[src/hdl/okt_pkg.sv]
// ----------------------------------------------------------------------------
// okt_pkg
// Shared types and codes for the ordered key table.
// ----------------------------------------------------------------------------
package okt_pkg;

	localparam int KEY_W    = 32;
	localparam int ACTION_W = 3;
	localparam int STATUS_W = 2;

	localparam logic [ACTION_W-1:0] ACT_SEARCH = 3'd0;
	localparam logic [ACTION_W-1:0] ACT_NEXT   = 3'd1;
	localparam logic [ACTION_W-1:0] ACT_PREV   = 3'd2;
	localparam logic [ACTION_W-1:0] ACT_FIRST  = 3'd3;
	localparam logic [ACTION_W-1:0] ACT_LAST   = 3'd4;
	localparam logic [ACTION_W-1:0] ACT_INSERT = 3'd5;
	localparam logic [ACTION_W-1:0] ACT_REMOVE = 3'd6;

	localparam logic [STATUS_W-1:0] ST_OK   = 2'd0;
	localparam logic [STATUS_W-1:0] ST_MISS = 2'd1;
	localparam logic [STATUS_W-1:0] ST_DUP  = 2'd2;
	localparam logic [STATUS_W-1:0] ST_FULL = 2'd3;

	// Controller to datapath commands.
	typedef struct packed {
		logic load;      // capture request, reset search bounds
		logic bs_step;   // one binary search step
		logic rd_issue;  // read store at rd address
		logic rd_sel;    // 0: read at mid on a search step, else at pos; 1: read at target index
		logic sh_step;   // one shift step
		logic sh_up;     // 1: insert shift, 0: remove shift
		logic wr_new;    // write new entry at pos
		logic cnt_inc;
		logic cnt_dec;
		logic res_load;  // latch result from read data
		logic res_zero;  // latch result with zero fields
		logic res_new;   // latch result from request
		logic res_old;   // latch result with request key and old payload
		logic [STATUS_W-1:0] res_status;
		logic cap_old;   // capture removed payload
		logic tgt_load;  // compute target index
	} okt_cmd_t;

	// Datapath to controller status.
	typedef struct packed {
		logic bs_done;   // search bounds met
		logic probe_lt;  // probed key below request key
		logic match;     // entry at pos equals request key
		logic tgt_ok;    // target index holds a valid entry
		logic sh_done;   // shift finished
		logic full;
		logic pos_zero;
		logic empty;
		logic [ACTION_W-1:0] action;
	} okt_stat_t;

endpackage

[src/hdl/okt_ctrl.sv]
// ----------------------------------------------------------------------------
// okt_ctrl
// Sequencer: search, read, shift, respond.
// ----------------------------------------------------------------------------
module okt_ctrl (
	input  logic                 clk,
	input  logic                 arst_n,
	input  logic                 in_valid,
	output logic                 in_stall,
	output logic                 out_valid,
	input  logic                 out_stall,
	input  okt_pkg::okt_stat_t   stat,
	output okt_pkg::okt_cmd_t    cmd
);
	import okt_pkg::*;

	localparam logic [3:0] S_IDLE  = 4'd0;
	localparam logic [3:0] S_PROBE = 4'd1; // mid read in flight
	localparam logic [3:0] S_STEP  = 4'd2; // narrow bounds
	localparam logic [3:0] S_RDPOS = 4'd3; // read entry at pos
	localparam logic [3:0] S_DEC   = 4'd4; // decide action
	localparam logic [3:0] S_RDTGT = 4'd5;
	localparam logic [3:0] S_TGT   = 4'd6;
	localparam logic [3:0] S_SHIFT = 4'd7;
	localparam logic [3:0] S_FLUSH = 4'd8;
	localparam logic [3:0] S_OUT   = 4'd9;

	logic [3:0] state_q;
	logic [3:0] state_d;
	logic       out_valid_q;
	logic       up_q;
	logic       up_d;

	assign out_valid = out_valid_q;
	assign in_stall  = (state_q != S_IDLE);

	always_comb begin
		cmd      = '0;
		state_d  = state_q;
		up_d     = up_q;
		cmd.sh_up = up_q;
		case (state_q)
			S_IDLE: begin
				if (in_valid) begin
					cmd.load = 1'b1;
					state_d  = S_PROBE;
				end
			end
			S_PROBE: begin
				state_d = stat.bs_done ? S_RDPOS : S_STEP;
			end
			S_STEP: begin
				cmd.bs_step = 1'b1;
				state_d     = S_PROBE;
			end
			S_RDPOS: begin
				cmd.rd_issue = 1'b1;
				state_d      = S_DEC;
			end
			S_DEC: begin
				cmd.tgt_load = 1'b1;
				case (stat.action)
					ACT_SEARCH: begin
						cmd.res_status = stat.match ? ST_OK : ST_MISS;
						cmd.res_load   = stat.match;
						cmd.res_zero   = !stat.match;
						state_d        = S_OUT;
					end
					ACT_NEXT, ACT_FIRST: state_d = S_RDTGT;
					ACT_PREV: begin
						if (stat.pos_zero) begin
							cmd.res_status = ST_MISS;
							cmd.res_zero   = 1'b1;
							state_d        = S_OUT;
						end else begin
							state_d = S_RDTGT;
						end
					end
					ACT_LAST: begin
						if (stat.empty) begin
							cmd.res_status = ST_MISS;
							cmd.res_zero   = 1'b1;
							state_d        = S_OUT;
						end else begin
							state_d = S_RDTGT;
						end
					end
					ACT_INSERT: begin
						if (stat.match) begin
							cmd.res_status = ST_DUP;
							cmd.res_load   = 1'b1;
							state_d        = S_OUT;
						end else if (stat.full) begin
							cmd.res_status = ST_FULL;
							cmd.res_zero   = 1'b1;
							state_d        = S_OUT;
						end else begin
							up_d    = 1'b1;
							state_d = S_SHIFT;
						end
					end
					ACT_REMOVE: begin
						if (!stat.match) begin
							cmd.res_status = ST_MISS;
							cmd.res_zero   = 1'b1;
							state_d        = S_OUT;
						end else begin
							cmd.cap_old = 1'b1;
							up_d        = 1'b0;
							state_d     = S_SHIFT;
						end
					end
					default: begin
						cmd.res_status = ST_MISS;
						cmd.res_zero   = 1'b1;
						state_d        = S_OUT;
					end
				endcase
			end
			S_RDTGT: begin
				cmd.rd_issue = 1'b1;
				cmd.rd_sel   = 1'b1;
				state_d      = S_TGT;
			end
			S_TGT: begin
				cmd.res_status = stat.tgt_ok ? ST_OK : ST_MISS;
				cmd.res_load   = stat.tgt_ok;
				cmd.res_zero   = !stat.tgt_ok;
				state_d        = S_OUT;
			end
			S_SHIFT: begin
				// Move one entry per cycle until the gap reaches pos (insert)
				// or the tail (remove).
				if (stat.sh_done) begin
					state_d = S_FLUSH;
				end else begin
					cmd.sh_step = 1'b1;
				end
			end
			S_FLUSH: begin
				cmd.res_status = ST_OK;
				if (up_q) begin
					cmd.wr_new  = 1'b1;
					cmd.cnt_inc = 1'b1;
					cmd.res_new = 1'b1;
				end else begin
					cmd.cnt_dec = 1'b1;
					cmd.res_old = 1'b1;
				end
				state_d = S_OUT;
			end
			S_OUT: begin
				state_d = S_IDLE;
			end
			default: state_d = S_IDLE;
		endcase
		// Hold before touching the result register while the previous
		// result still waits for the receiver.
		if (out_valid_q && (state_q inside {S_DEC, S_TGT, S_FLUSH})) begin
			cmd       = '0;
			cmd.sh_up = up_q;
			state_d   = state_q;
			up_d      = up_q;
		end
	end

	always_ff @(posedge clk or negedge arst_n) begin
		if (!arst_n) begin
			state_q     <= S_IDLE;
			out_valid_q <= 1'b0;
			up_q        <= 1'b0;
		end else begin
			state_q <= state_d;
			up_q    <= up_d;
			if (state_q == S_OUT)
				out_valid_q <= 1'b1;
			else if (out_valid_q && !out_stall)
				out_valid_q <= 1'b0;
		end
	end

endmodule

[config.mk]
export PLATFORM = sky130hd
export DESIGN_NAME = okt_ctrl
export DESIGN_NICKNAME = d
export VERILOG_FILES = /design/src/hdl/okt_pkg.sv /design/src/hdl/okt_ctrl.sv
export SDC_FILE = /design/constraint.sdc
export NUM_CORES = 1
export LEC_CHECK = 0
export BUFFER_PORTS_ARGS = -buffer_cell sky130_fd_sc_hd__buf_2
export CORE_MARGIN = 2
export CORE_UTILIZATION = 47
export CTS_BUF_LIST = sky130_fd_sc_hd__clkbuf_2
export DETAILED_ROUTE_END_ITERATION = 16
export GPL_TIMING_DRIVEN = 1
export PLACE_DENSITY_LB_ADDON = 0.15
export SYNTH_ARGS = -nofsm -noshare
export SYNTH_HDL_FRONTEND = slang
export SYNTH_SLANG_ARGS = --single-unit
[constraint.sdc]
create_clock -name clk -period 1.8 [get_ports clk]
set_input_delay 0 -clock clk [delete_from_list [all_inputs] [get_ports clk]]
set_output_delay 0 -clock clk [all_outputs]
set_load 0.02 [all_outputs]
Yosys cells after proc, flatten, opt, wreduce, memory -nomap -nowiden
Cells that the tools add are included.
Widths: inputs -> output; s select.
{ "totals": {"input_bits": 15, "wordCells": 89, "register_bits": 6} }
{ "classes": {"muxes": 48, "n_eq_ne": 20, "bitwise": 1, "reduce_logical": 17} }
{ "op_table": {"columns": ["cell", "n"], "rows": [
  ["$pmux 4 s8", 1],
  ["$mux 4", 7],
  ["$mux 1", 26],
  ["$pmux 4 s5", 1],
  ["$mux 17", 1],
  ["$eq 4x3->1 const B", 4],
  ["$mux 2", 5],
  ["$ne 2x2->1 const B", 5],
  ["$pmux 2 s5", 1],
  ["$eq 3x3->1 const B", 3],
  ["$eq 4x2->1 const B", 2],
  ["$eq 4x4->1 const B", 2],
  ["$pmux 2 s2", 2],
  ["$reduce_or 2->1", 4],
  ["$eq 3x2->1 const B", 2],
  ["$pmux 1 s6", 1],
  ["$reduce_and 6->1", 1],
  ["$eq 4x1->1 const B", 1],
  ["$logic_not 4->1", 1],
  ["$pmux 1 s2", 2],
  ["$reduce_bool 2->1", 2],
  ["$reduce_bool 4->1", 1],
  ["$eq 3x1->1 const B", 1],
  ["$logic_not 1->1", 3],
  ["other kinds (6)", 7]
]} }

Longest topological paths before layout
Gate-level depths: netlist of the first run.
{ "depth": {"ltp_word": 5, "ltp_mapped": 5, "depth_no_buf": 4} }

Worst setup path before layout of the first run
OpenSTA, ideal clock, no wires.
{ "synth_path": {"path_type": "register to output", "start": "register state_q[0]", "end": "output cmd[10] (netlist name)", "setup_slack_ns": -0.034, "stages_incl_launch_ff": 5, "arrival_time_ns": 1.834, "required_time_ns": 1.800, "path_cell_list": "dfrtp_1 > buf_6 > or2_4 > nor4_1 > buf_4"} }
{ "synth_lines": {"columns": ["element", "line", "rtl"], "rows": [
  ["start, declared", "okt_ctrl.sv:28", "logic [3:0] state_q;"],
  ["start signal, assigned", "okt_ctrl.sv:173", "state_q <= state_d;"],
  ["end, declared", "okt_ctrl.sv:13", "output okt_pkg::okt_cmd_t cmd"]
]} }

==> results.yml, run 1 <==
flow_run:
  cap_violations: 0
place:
  numPortBuffers: 32
  placed_area_sq_um: 863
  place_congestion: 0.835
  dp_hpwl_um: 1370
worst_setup_path:
  worstPathMaxFanout: 10
  end_kind: "primary output"
  setup.worst_path.class: "flip-flop to primary output"
  r2r-end: "state_q[1]"
  critPathLaunchType: "flip-flop"
  crit_arrival_ps: 1700
  reg2reg_slack_ps: 190
  rr_worst_depth: 4
  critical_path.slowest_cell: "dfrtp_2"
  max_stage_delay_ps: 480
  cp.required_ps: 1800
  path_cells: "nor2_4 > nand4b_4 > or3b_1 > nor2_1 > buf_2"
  r2r_start: "state_q[0]"
yosys:
  yosys_warnings: 0
  synth_fp_nets: 97
  ys.flop_type: "dfrtp_1"
  syn_inst: 82
  yosys.cell_types.count: 44
  yosys_register_bits: 6
  ys_async_sr_fraction: 1.00
  synth_edf_count: 0
  yosysSeqAreaShare: 0.207
  syn_area_sq_um: 726
  syn_avg_cell_area_sq_um: 8.85
final_layout:
  area_growth_syn_to_layout_pct: 24.1
  nFillCells: 136
  final_nets: 129
  drive_gt1_frac: 0.473
  n_antenna_cell: 0
  final_cell_mix: "buf_2 (32), nor2_1 (12), nand2_1 (4), dfrtp_1 (4), buf_4 (4)"
  final_cell_area_sq_um: 901
  layout_commonest_cell: "buf_2"
  final_util: 0.612
worst_hold_path:
  hold_path_startpoint: "stat[5]"
  worstHoldPathType: "input port to flip-flop"
  whs_path_depth: 2
  min_delay_worst_endpoint: "up_q"
sta:
  max_freq_ghz: 0.589
  final.setup.tns_ps: 0
  worst_pin_slew_ps: 293
  slew_headroom: 0.802
  finalCriticalPeriod_ps: 1700
  rsz0062_at_grt: "false"
  min_period_over_period: 0.943
  clock_skew_ps: 14.7
  setup_viol: 0
  drv_slew: 0
  hold_violations: 0
global_route:
  grt_pass1_vias: 687
  grt_usage: 0.207
  grt_max_degree: 11
  antenna_found_initial: 0
  grt_overflow: 0
  grt_pass1_wl_um: 2970
power_and_ir_drop:
  power.switching_mw: 0.613
  internal_power_mw: 0.572
  max-vdd-ir-drop_v: 0.000559
  p_sw_frac: 0.517
  powerDensity_nw_per_um2: 1320
  power_frac_clock: 0.077
  comb_power_share: 0.667
  p_total_mw: 1.19
  leakage_nw: 0.442
  seq_power_share: 0.256
clocking:
  clk_pin_slew_ps: 70
  clockBufferDepth: 2
  h-tree-depth: 1
  clock-sinks: 6
  cts-root-buf: "clkbuf_2"
  cts_tree: "built"
  clkLatencyLatePin_ps: 220
  cts_buffers: 3
detailed_routing:
  met1_length_um: 743
  highest_layer: "met3"
  wl_met2_um: 855
  wl_per_cell_um: 13.3
  first_pass_iters: 4
  vias_per_cell: 5.61
  vias: 718
  drcViolationCount: 0
  met3_wirelength_um: 103
  routed_wirelength_um: 1700
  ant_nets: 0
  first_iter_violations: 16
floorplan:
  dieArea_sq_um: 1870
  design.core.area_sq_um: 1470
  ios: 34
  initial_core_util: 0.493
  dieWidth_um: 43.3
  rows: 14
  fp.dieH_um: 43.3
outcome:
  run_status: "finished, final reports clean"
sequential cells by signal, summed over array words and instances, names as in the netlist:
| name | count |
|---|---|
| out_valid | 1 |
| state_q | 4 |
| up_q | 1 |
Yosys cell counts, drive strengths merged (2+ instances only):
cell type	number	area, sq um
dfrtp	6	150
nor4	3	18.8
nand2b	2	22.5
o311a	2	20.0
o21ai	3	18.8
a211oi	3	22.5
nand4b	2	32.5
o31a	2	17.5
inv	3	11.3
nor2	13	56.3
nor2b	2	12.5
o22ai	2	12.5
buf	11	78.8
nand2	5	21.3
or2	2	15.0
critical path, delay by kind of cell, from the launching register on:
family	cells	cell delay (ps)
simple gates	4	850
flops	1	480
buf+inv	1	160
routing by layer:
| layer | up-vias | global-route usage |
|---|---|---|
| met5 | - | 0 |
| met4 | 0 | 0.0364 |
| met3 | 0 | 0.0638 |
| met2 | 24 | 0.343 |
| met1 | 334 | 0.264 |
| li1 | 360 | - |
stage by stage:
step / cells / setup slack [ps] / hold slack, ps
after detailed placement: 123 / 136 / -168
after global routing: 128 / 8.28 / 26.2
after floorplan: 82 / 35.6 / -296
after CTS: 128 / 34.8 / 12.3
after global placement: 123 / 171 / -171
final: 128 / 102 / 15.9
how the worst max path moves through the flow:
stage	slack, ps	from	endpoint	cells past startpoint
floorplan	40	state_q[0]	cmd[8]	4
global route	8	state_q[0]	cmd[3]	5
global placement	170	state_q[0]	state_q[1]	4
finish	100	state_q[0]	cmd[3]	5
detailed placement	140	state_q[0]	state_q[1]	4
CTS	30	state_q[0]	cmd[3]	5
cells by family after synthesis:
kind of cell,count (synthesis),synth area share
xor+xnor,2,0.0241
simple gates,36,0.310
compound gates,23,0.314
mux,1,0.0207
buf+inv,14,0.124
flops,6,0.207
power by group through the flow:
stage | sequential, mW | clock (mW) | combinational (mW)
floorplan | 0.238 | 0 | 0.681
global placement | 0.294 | 0 | 0.781
detailed placement | 0.299 | 0 | 0.788
CTS | 0.298 | 0.0944 | 0.794
global route | 0.319 | 0.101 | 0.868
finish | 0.303 | 0.0914 | 0.791
timing repair:
item,4_1_cts,5_1_grt
buffers inserted,0,0
hold buffers,2,0
endpoints found under the setup margin,0,1
hold endpoints to repair,7,0
gates resized for setup,0,2
cell type report:
class / count / area (sq um) / share of cell area
inverter: 3 / 11.3 / 0.0125
multi-input combinational: 62 / 492 / 0.546
clock buffer: 3 / 15.0 / 0.0167
timing repair buffer: 38 / 210 / 0.233
tap: 16 / 20.0 / 0.0222
sequential: 6 / 153 / 0.169
No activity file was read; power rests on OpenSTA's default activity.
==> inputs of run 2 (changes only) <==
==> constraint.sdc (replaced) <==
create_clock -name clk -period 1.83 [get_ports clk]
set_input_delay 0 -clock clk [delete_from_list [all_inputs] [get_ports clk]]
set_output_delay 0 -clock clk [all_outputs]
set_load 0.02 [all_outputs]
==> results.yml, run 2 (synthesis results as in run 1) <==
clocking:
  cts-root-buf: "clkbuf_2"
  cts_buffers: 3
  clkLatencyLatePin_ps: 220
  cts_tree: "built"
  clk_pin_slew_ps: 60
  clockBufferDepth: 2
  h-tree-depth: 1
  clock-sinks: 6
sta:
  whs_ps: 22.5
  clock_skew_ps: 1.16
  finalCriticalPeriod_ps: 1700
  max_freq_ghz: 0.587
  drv_slew: 0
  final.setup.tns_ps: 0
  slew_headroom: 0.785
  hold_violations: 0
  finalWorstSetupSlack_ps: 126
  rsz0062_at_grt: "false"
  min_period_over_period: 0.931
  setup_viol: 0
  worst_pin_slew_ps: 319
worst_setup_path:
  max_stage_delay_ps: 420
  end_kind: "primary output"
  crit_arrival_ps: 1700
  critical_path.slowest_cell: "dfrtp_2"
  endpoint: "cmd[6]"
  rr_worst_depth: 4
  startpoint: "state_q[2]"
  path_cells: "buf_4 > nand2b_4 > or3_4 > a211oi_1 > buf_2"
  setup.worst_path.class: "flip-flop to primary output"
  critPathLaunchType: "flip-flop"
  r2r-end: "state_q[1]"
  r2r_start: "state_q[0]"
  reg2reg_slack_ps: 210
  cp.required_ps: 1830
  worstPathMaxFanout: 7
worst_hold_path:
  hold_path_startpoint: "stat[5]"
  worstHoldPathType: "input port to flip-flop"
floorplan:
  ios: 34
  design.core.area_sq_um: 1470
  rows: 14
  fp.dieH_um: 43.3
  dieArea_sq_um: 1870
  dieWidth_um: 43.3
  initial_core_util: 0.493
outcome:
  run_status: "finished, final reports clean"
power_and_ir_drop:
  leakage_nw: 0.438
  max-vdd-ir-drop_v: 0.000482
  p_total_mw: 1.17
  powerDensity_nw_per_um2: 1290
detailed_routing:
  routed_wirelength_um: 1700
  ant_nets: 0
  vias: 714
  first_pass_iters: 4
  first_iter_violations: 17
  drcViolationCount: 0
  wl_per_cell_um: 13.4
  vias_per_cell: 5.62
final_layout:
  final_cell_area_sq_um: 907
  fin_cells: 127
  final_cell_mix: "buf_2 (31), nor2_1 (12), nand2_1 (4), buf_4 (4)"
  n_antenna_cell: 0
  final_nets: 128
  final_util: 0.616
  area_growth_syn_to_layout_pct: 25.0
  drive_gt1_frac: 0.495
  layout_commonest_cell: "buf_2"
  registers.top_by_ff_count: "state_q"
  largest_register_ffs: 4
flow_run:
  cap_violations: 0
global_route:
  antenna_found_initial: 0
  grt_max_degree: 11
  grt_pass1_wl_um: 2910
  grt_usage: 0.206
  grt_overflow: 0
  grt_pass1_vias: 665
place:
  dp_hpwl_um: 1350
  dp_slack_ps: 171
  place_congestion: 0.811
  placed_area_sq_um: 856
  dpl.cell_count: 122
  numPortBuffers: 32
-- run 2: worst min-delay path by stage --
stage | end | slack (ps) | cells past startpoint
finish | up_q | 20 | 2
detailed placement | out_valid | -170 | 1
floorplan | out_valid | -300 | 0
CTS | up_q | 10 | 2
global route | up_q | 10 | 2
global placement | state_q[2] | -170 | 1
-- run 2: where the power goes --
part	internal (mW)	total, mW	switching (mW)
Combinational	0.328	0.783	0.454
Clock	0.0444	0.0908	0.0464
Sequential	0.192	0.298	0.106
-- run 2: critical path: cells and delay by family (launching register included) --
kind	cells	cell delay [ps]
simple gates	2	460
flops	1	420
buf+inv	2	380
compound gates	1	230
-- run 2: cell type report --
| cell class | count | area, sq um |
|---|---|---|
| clock buffer | 3 | 15.0 |
| fill | 146 | 564 |
| inverter | 3 | 11.3 |
| multi-input combinational | 62 | 502 |
| sequential | 6 | 154 |
| tap | 16 | 20.0 |
| timing repair buffer | 37 | 205 |
-- run 2: metal layers --
| layer | vias to the layer above | GRT usage | share of wire |
|---|---|---|---|
| met3 | 0 | 0.0511 | 0.055 |
| met1 | 319 | 0.275 | 0.45 |
| met4 | 0 | 0.0667 | 0 |
| met2 | 29 | 0.322 | 0.49 |
| met5 | - | 0 | 0 |
| li1 | 366 | - | - |
-- run 2: timing repair --
item	CTS	global route
setup endpoints to repair	0	3
hold endpoints to repair	7	0
resized for setup	0	6
hold buffers	2	0
setup buffers	0	0
==> inputs of run 3 (changes only) <==
--- a/config.mk
+++ b/config.mk
@@ -11,7 +11,9 @@
 export CTS_BUF_LIST = sky130_fd_sc_hd__clkbuf_2
 export DETAILED_ROUTE_END_ITERATION = 16
 export GPL_TIMING_DRIVEN = 1
-export PLACE_DENSITY_LB_ADDON = 0.15
+export PLACE_DENSITY = 0.77
+export RECOVER_POWER = 25
 export SYNTH_ARGS = -nofsm -noshare
 export SYNTH_HDL_FRONTEND = slang
 export SYNTH_SLANG_ARGS = --single-unit
+export TNS_END_PERCENT = 5
==> results.yml, run 3 (synthesis results as in run 1) <==
clocking:
  clockBufferDepth: 2
  cts_tree: "built"
  clk_pin_slew_ps: 60
  cts-root-buf: "clkbuf_2"
  post_cts_buffers: 0
  clkLatencyLatePin_ps: 220
  h-tree-depth: 1
  cts_buffers: 3
  clock-sinks: 6
place:
  placed_area_sq_um: 863
  numPortBuffers: 32
  dp_hpwl_um: 1430
  place_congestion: 0.761
worst_setup_path:
  end_kind: "primary output"
  setup.worst_path.class: "flip-flop to primary output"
  critPathLaunchType: "flip-flop"
  crit_arrival_ps: 1730
  worstPathMaxFanout: 7
  cp.required_ps: 1830
sta:
  worst_pin_slew_ps: 403
  clock_skew_ps: 2.85
  slew_headroom: 0.729
  setup_viol: 0
  max_freq_ghz: 0.577
  whs_ps: 4.25
  min_period_over_period: 0.947
  hold_violations: 0
  finalCriticalPeriod_ps: 1730
  rsz0062_at_grt: "false"
  final.setup.tns_ps: 0
  drv_slew: 0
final_layout:
  final_cell_area_sq_um: 887
  final_nets: 128
  area_growth_syn_to_layout_pct: 22.2
  layout_commonest_cell: "buf_2"
  nFillCells: 151
  n_antenna_cell: 0
  final_cell_mix: "buf_2 (30), nor2_1 (12), dfrtp_1 (5)"
  drive_gt1_frac: 0.450
  registers.top_by_ff_count: "state_q"
  final_util: 0.603
  largest_register_ffs: 4
floorplan:
  ios: 34
  dieWidth_um: 43.3
  design.core.area_sq_um: 1470
  rows: 14
  fp.dieH_um: 43.3
  initial_core_util: 0.493
  dieArea_sq_um: 1870
detailed_routing:
  ant_nets: 0
  wl_per_cell_um: 14.1
  vias_per_cell: 5.65
  drcViolationCount: 0
  routed_wirelength_um: 1790
  first_pass_iters: 4
  first_iter_violations: 13
  vias: 717
global_route:
  grt_overflow: 0
  grt_pass1_vias: 649
  grt_pass1_wl_um: 2900
  grt_usage: 0.203
  antenna_found_initial: 0
  grt_max_degree: 11
power_and_ir_drop:
  max-vdd-ir-drop_v: 0.000617
  leakage_nw: 0.435
  powerDensity_nw_per_um2: 1310
flow_run:
  cap_violations: 0
outcome:
  run_status: "finished, final reports clean"
worst_hold_path:
  worstHoldPathType: "input port to flip-flop"
[run 3: cell types whose count changed in the layout (fill, tap and decap cells not counted), sizes merged]
cell         delta
buf             -1
dlygate4sd3     -1
clkbuf          +2
[run 3: worst paths after layout]
kind / endpoint / startpoint / cells past startpoint / slack [ps]
max: cmd[3] / state_q[1] / 5 / 100
min: out_valid / out_stall / 3 / 4
max reg2reg: state_q[1] / state_q[1] / 4 / 160
min reg2reg: up_q / up_q / 2 / 610
max in group asynchronous: state_q[0] / arst_n / 2 / 1390
min in group asynchronous: state_q[3] / arst_n / 2 / 180
[run 3: power by group]
| part | switching (mW) | internal (mW) | leakage [nW] |
|---|---|---|---|
| Sequential | 0.109 | 0.188 | 0.0729 |
| Clock | 0.0463 | 0.0444 | 0.0125 |
| Combinational | 0.454 | 0.324 | 0.350 |
[run 3: what timing repair did]
item | 4_1_cts | 5_1_grt
hold endpoints to repair | 6 | 0
setup endpoints to repair | 0 | 1
hold buffers | 1 | 0
gates resized for setup | 0 | 1
[run 3: cell type report]
type	count	area, sq um	area share
repair buffers	37	198	0.223
clock buffers	3	15.0	0.0169
well taps	16	20.0	0.0226
multi-input cells	62	492	0.554
flip-flops and latches	6	151	0.171
inverters	3	11.3	0.0127
[run 3: per-stage QoR]
| step | instances | power [mW] | setup slack (ps) |
|---|---|---|---|
| 6_report | 127 | 1.17 | 97.7 |
| 5_1_grt | 127 | 1.25 | 7.21 |
| 4_1_cts | 127 | 1.17 | 75.5 |
| 3_5_place_dp | 123 | 1.07 | 164 |
| 3_3_place_gp | 123 | 1.05 | 204 |
| 2_1_floorplan | 82 | 0.904 | 65.6 |
[run 3: metal layers]
metal	vias up	GRT usage	share of wire	routed length [um]
li1	359	-	-	-
met1	332	0.259	0.45	800
met2	26	0.340	0.51	905
met3	0	0.0511	0.048	86
met4	0	0.0485	0	0
met5	-	0	0	0
[run 3: critical path, stage by stage, from the launching register on]
cell,delay [ps]
dfrtp_1,490
nor2_4,210
nand4b_4,140
or3b_1,410
nor2_1,110
buf_2,160
